==> config.mk <==
export PLATFORM = sky130hd
export DESIGN_NAME = msk_alu
export DESIGN_NICKNAME = d
export VERILOG_FILES = /design/src/rtl/msk_pkg.sv /design/src/rtl/msk_alu.sv
export SDC_FILE = /design/constraint.sdc
export NUM_CORES = 1
export LEC_CHECK = 0
export ABC_AREA = 0
export BUFFER_PORTS_ARGS = -buffer_cell sky130_fd_sc_hd__buf_2
export CORE_MARGIN = 2
export CORE_UTILIZATION = 40
export DETAILED_ROUTE_END_ITERATION = 10
export GPL_TIMING_DRIVEN = 1
export PLACE_DENSITY = 0.82
export REMOVE_ABC_BUFFERS = 1
export SETUP_SLACK_MARGIN = 0.4
export SYNTH_ARGS = -nofsm -noshare
export SYNTH_HDL_FRONTEND = slang
export SYNTH_SLANG_ARGS = --single-unit
export TNS_END_PERCENT = 30
==> constraint.sdc <==
create_clock -name vclk -period 3.11
set_clock_uncertainty 0.2 [all_clocks]
set_input_delay 0.311 -clock vclk [all_inputs]
set_output_delay 0.311 -clock vclk [all_outputs]
set_load 0.05 [all_outputs]
==> src/rtl/msk_pkg.sv <==
// Shared widths, defaults and types for the minimum-spread block.
`default_nettype none
package msk_pkg;

  localparam int VALUE_W       = 31;
  localparam int WIN_W         = 11;
  localparam int MAX_ITEMS_DEF = 1024;

  localparam logic [WIN_W-1:0]   WIN_RESET = WIN_W'(2);
  localparam logic [VALUE_W-1:0] VALUE_MAX = {VALUE_W{1'b1}};

  typedef struct packed {
    logic [VALUE_W-1:0] diff;
    logic               lt;
  } alu_res_t;

endpackage
`default_nettype wire

==> src/rtl/msk_alu.sv <==
// Shared subtract and compare unit used by the sort and scan sequencer.
`default_nettype none
module msk_alu (
  input  logic [msk_pkg::VALUE_W-1:0] a_i,
  input  logic [msk_pkg::VALUE_W-1:0] b_i,
  output msk_pkg::alu_res_t           res_o
);
  import msk_pkg::*;

  logic [VALUE_W:0] sub;

  assign sub        = {1'b0, a_i} - {1'b0, b_i};
  assign res_o.diff = sub[VALUE_W-1:0];
  assign res_o.lt   = sub[VALUE_W];

endmodule
`default_nettype wire

==> flow_summary.yaml, run 1 <==
pwr:
  power.density_mw_per_mm2: 350
  power_mw: 0.988
  swShare_pct: 66.1
  power.switching_mw: 0.653
  p_leak_nw: 1.41
  pwr-share-seq_pct: 0
  p_clk_share_pct: 0
  ir_drop_mv: 0.208
  power.internal_mw: 0.335
  combPwrFrac_pct: 100.0
floorplan:
  rows: 24
  ios: 94
  die-area_mm2: 0.00526
  dieHeight_um: 72.5
  die_w_um: 72.5
  start_util_pct: 42.3
  core-area_mm2: 0.00444
layout:
  num-nets-final: 477
  mostFrequentLayoutCell: "buf_2"
  seq_area_um2: 0
  layout-area-overhead-vs-synth_pct: 50.2
  layout_common_cells: "buf_2 (84), inv_1 (39), a21oi_1 (22), nor2_1 (22), nand2_1 (21)"
  clock_buffers: 0
  stdcell_area_mm2: 0.00282
  design.seq.count: 0
  drive_gt1_share_pct: 41.5
  final_core_util_pct: 63.5
  antenna_cells: 0
timing:
  relSlewSlack_pct: 75.7
  tightest_slew_ps: 360
  hold_violations: 0
  hold_slack_ps: 829
  max_freq_mhz: 328
  rsz0062_at_grt: "true"
  finalSetupTns_ps: 0
  period_needed_ps: 3040
  slew_viol_final: 0
  setup-violations-final: 0
  timing.final.crit_share_pct: 97.9
critical_path:
  crit_required_ps: 2600
  slowest_delay_ps: 370
  critPathTopFamily: "compound AO/OA/AOI/OAI gates"
  endpoint_kind: "output pin"
  critPathSlowestCell: "ha_1"
  timing.critical_path.mode_cell: "buf_4"
  worst-path-buf-inv: 5
  crit_type: "input pin to output pin"
  startpoint_type: "input pin"
  critPathMaxFanout: 6
  arrival_ps: 2530
  cp_cell_sequence: "buf_2 -> ha_1 -> a21o_1 -> a211o_1 -> a211oi_2 -> a21oi_4 -> buf_4 -> buf_4 -> buf_4 -> xor2_2 -> buf_6"
detailed_routing:
  drt-initial-drc-count: 116
  viasPerCell: 5.52
  post_drt_wl_per_cell_um: 13.8
  firstDrtPassIters: 4
  drc: 0
  ant_nets: 0
  vias: 2392
  drt-total-wl_mm: 5.99
global_routing:
  grt_use_total_pct: 21.5
  first_global_vias: 2206
  gr-usage-met2_pct: 40.3
  use_met3_pct: 1.39
  antenna_found_initial: 0
  overflow: 0
  grt_pass1_wl_mm: 9.64
  grt-busiest-layer: "met2"
  met1_usage_pct: 27.4
  grt_max_degree: 9
yosys:
  synth.distinct_cells: 50
  postSynthAreaPerCell_um2: 6.76
  postSynthCellCount: 278
  synth_top_area_share_pct: 20.6
  yosys.area.top_type: "ha_1"
  yosys_warnings: 0
  ys_top_cells_by_area: "ha_1 (21%), a21oi_1 (8.0%), inv_1 (8.0%)"
  synth_seq_area_share_pct: 0
  syn_area_mm2: 0.00188
run:
  drv_cap: 0
place:
  dp_hpwl_mm: 4.47
  io_buffers: 94
  gp_congestion: 0.868
  placed_cell_area_mm2: 0.00245
cts:
  hold_buffers: 0
run_status:
  status: "finished, final reports clean"
worst_hold_path:
  min_path_cells: 4
  worstHoldPathType: "input pin to output pin"
  min_from: "b_i[0]"
  hold_end: "res_o[1]"
==> synthesized netlist by cell type, types with 3 or more instances <==
cell type and number:
nand2_1 24, nand3_1 7, inv_1 40, nand2b_1 5
nor3_1 3, and3_1 3, nand4_1 3, a211oi_1 5
nor2_1 22, xnor2_1 13, xor2_1 14, o21a_1 5
a21oi_1 30, ha_1 31, a21o_1 6, o211ai_1 3
a21oi_2 4, o21ai_0 17, a211o_1 4
==> tightest hold or removal path, delay by kind of cell <==
kind                       cells  cell delay, ps
adders and majority gates      1             110
buffers and inverters          3             300
==> routing by layer <==
layer	wire [um]	vias to the layer above
li1	-	1195
met1	2580	1092
met2	2960	95
met3	341	10
met4	104	0
met5	0	-
==> what timing repair did <==
item | in CTS | in global routing
pin swaps | 24 | 10
setup endpoints to repair | 19 | 22
buffers inserted | 5 | 1
endpoints found under the hold margin | 0 | 0
resized for setup | 56 | 11
==> worst max-delay path by stage <==
stage / startpoint / end / slack, ps / cells after the start
after global placement: a_i[0] / res_o[31] / 10 / 12
after global routing: a_i[7] / res_o[15] / 10 / 11
after CTS: a_i[0] / res_o[31] / 80 / 12
after detailed placement: a_i[0] / res_o[19] / -30 / 12
after floorplan: a_i[0] / res_o[31] / -190 / 10
final: a_i[7] / res_o[15] / 70 / 11
==> power by group through the flow <==
stage	registers, mW	logic, mW	clock network (mW)
finish	0	0.988	0
global route	0	1.05	0
CTS	0	0.957	0
detailed placement	0	0.871	0
global placement	0	0.859	0
floorplan	0	0.665	0
==> layout make-up <==
cell class / instances / area, um2
inverter: 40 / 153
multi-input combinational: 232 / 1970
fill: 377 / 1620
tap: 52 / 65.1
timing repair buffer: 109 / 631
==> per-stage QoR <==
step	worst slack (ps)	std cells
finish	65.4	433
global route	14.1	433
CTS	80.1	432
detailed placement	-29.5	427
global placement	13.4	427
floorplan	-193	272
==> kinds of logic after synthesis <==
group	after synthesis	synth area share, %
buf+inv	46	9.79
fa+ha+maj	32	21.7
simple gates	74	18.4
xor+xnor	27	12.6
compound gates	99	37.5
Power figures use the tool's default switching activity.
==> run 2: changes to the inputs <==
--- a/config.mk
+++ b/config.mk
@@ -5,13 +5,13 @@
 export SDC_FILE = /design/constraint.sdc
 export NUM_CORES = 1
 export LEC_CHECK = 0
-export ABC_AREA = 0
+export ABC_AREA = 1
 export BUFFER_PORTS_ARGS = -buffer_cell sky130_fd_sc_hd__buf_2
 export CORE_MARGIN = 2
 export CORE_UTILIZATION = 40
 export DETAILED_ROUTE_END_ITERATION = 10
 export GPL_TIMING_DRIVEN = 1
-export PLACE_DENSITY = 0.82
+export PLACE_DENSITY = 0.78
 export REMOVE_ABC_BUFFERS = 1
 export SETUP_SLACK_MARGIN = 0.4
 export SYNTH_ARGS = -nofsm -noshare
==> flow_summary.yaml, run 2 <==
run_status:
  status: "finished, final reports clean"
critical_path:
  crit_required_ps: 2600
  critPathMaxFanout: 3
  timing.critical_path.mode_cell: "nand2_1"
  cp-endpoint: "res_o[29]"
  arrival_ps: 2040
  crit_start: "a_i[0]"
  worst-path-buf-inv: 4
  slowest_delay_ps: 380
  path_depth: 14
  critPathTopFamily: "simple AND/OR/NAND/NOR gates"
  cp_cell_sequence: "buf_2 -> inv_1 -> ha_1 -> fa_2 -> inv_1 -> nand3_1 -> nand3_1 -> nand3_1 -> nand3_2 -> nand2_1 -> nand2_1 -> nand2_1 -> nand2_1 -> clkbuf_4"
  endpoint_kind: "output pin"
  startpoint_type: "input pin"
  crit_type: "input pin to output pin"
  critPathSlowestCell: "fa_2"
yosys:
  ys_top_cells_by_area: "nand2_1 (31%), inv_1 (21%), ha_1 (15%)"
  postSynthAreaPerCell_um2: 4.79
  synth_top_area_share_pct: 31.5
  syn_area_mm2: 0.00252
  yosys_warnings: 0
  synth_seq_area_share_pct: 0
  yosys.area.top_type: "nand2_1"
  yosysMostFrequentCell: "nand2_1"
  synth.distinct_cells: 21
  synth_common_cells: "nand2_1 (211), inv_1 (140), nor2_1 (41)"
  postSynthCellCount: 525
layout:
  mostFrequentLayoutCell: "nand2_1"
  final_core_util_pct: 51.7
  clock_buffers: 0
  design.seq.count: 0
  antenna_cells: 0
  num-nets-final: 715
  layout_common_cells: "nand2_1 (211), inv_1 (140), buf_2 (90)"
  drive_gt1_share_pct: 19.9
  seq_area_um2: 0
  layout-area-overhead-vs-synth_pct: 23.1
  instances_no_fill: 694
timing:
  hold_violations: 0
  timing.final.crit_share_pct: 81.9
  rsz0062_at_grt: "false"
  tightest_slew_ps: 279
  relSlewSlack_pct: 81.4
  finalSetupTns_ps: 0
  setup-violations-final: 0
  slew_viol_final: 0
  worst_slack_ps: 564
  hold_slack_ps: 833
  period_needed_ps: 2550
  max_freq_mhz: 393
detailed_routing:
  ant_nets: 0
  viasPerCell: 4.72
  drt-total-wl_mm: 7.62
  post_drt_wl_per_cell_um: 11.0
  drc: 0
  firstDrtPassIters: 5
  drt-initial-drc-count: 182
  vias: 3275
floorplan:
  die_w_um: 83.3
  rows: 28
  start_util_pct: 42.0
  die-area_mm2: 0.00694
  core-area_mm2: 0.00599
  dieHeight_um: 83.3
  ios: 94
global_routing:
  grt_pass1_wl_mm: 12.9
  grt_max_degree: 7
  first_global_vias: 2999
  antenna_found_initial: 0
  overflow: 0
  grt_use_total_pct: 21.4
cts:
  cts_resized: 0
  hold_buffers: 0
  postCtsSetupBuffers: 0
place:
  io_buffers: 94
  dp_hpwl_mm: 6.85
  place_inst: 694
  gp_congestion: 0.996
  place_ws_ps: 471
pwr:
  p_leak_nw: 2.24
  ir_drop_mv: 0.165
  power.density_mw_per_mm2: 283
run:
  drv_cap: 0
worst_hold_path:
  worstHoldPathType: "input pin to output pin"
-- run 2: changes by cell type after synthesis, sizes merged, moves of 5 or more --
cell    change
a21oi      -13
a211oi      -7
a21o        -5
o21ai      -19
nand3      +23
nor2       +23
o21a        -5
nand2b      -5
inv       +103
xnor2      -12
nand2     +198
-- run 2: layout make-up --
| class | instances | area [um2] |
|---|---|---|
| timing repair buffer | 94 | 480 |
| inverter | 143 | 537 |
| fill | 639 | 2890 |
| tap | 75 | 93.8 |
| multi-input combinational | 382 | 1990 |
-- run 2: worst min path at each step --
stage	end	startpoint	cells after the start
6_report	res_o[1]	b_i[0]	4
5_1_grt	res_o[1]	b_i[0]	4
4_1_cts	res_o[1]	b_i[0]	4
3_5_place_dp	res_o[1]	b_i[0]	4
3_3_place_gp	res_o[1]	b_i[0]	4
2_1_floorplan	res_o[1]	b_i[0]	2
-- run 2: logic make-up after synthesis --
| logic type | synth area share, % |
|---|---|
| AO/OA/AOI/OAI | 5.92 |
| XOR/XNOR | 4.53 |
| adder cells (fa/ha/maj) | 16.2 |
| buffers and inverters | 21.3 |
| AND/OR/NAND/NOR | 52.0 |
-- run 2: stage by stage --
step           power [mW]  cell area (um2)
4_1_cts             0.865             3080
3_3_place_gp        0.853             3080
3_5_place_dp        0.863             3080
2_1_floorplan       0.655             2520
5_1_grt             0.954             3100
6_report            0.875             3100
-- run 2: routing by layer --
layer  routed length, um  vias up  share of wire (%)  GRT usage [%]
met4                 128        0                1.7           4.47
met2                3590       89                 47           36.9
met5                   0        -                  0              0
met1                3500     1439                 46           29.4
met3                 406       14                5.3           1.19
li1                    -     1733                  -              -
-- run 2: where the power goes --
part | switching (mW) | internal (mW) | total, mW
clock network | 0 | 0 | 0
logic | 0.631 | 0.244 | 0.875
registers | 0 | 0 | 0
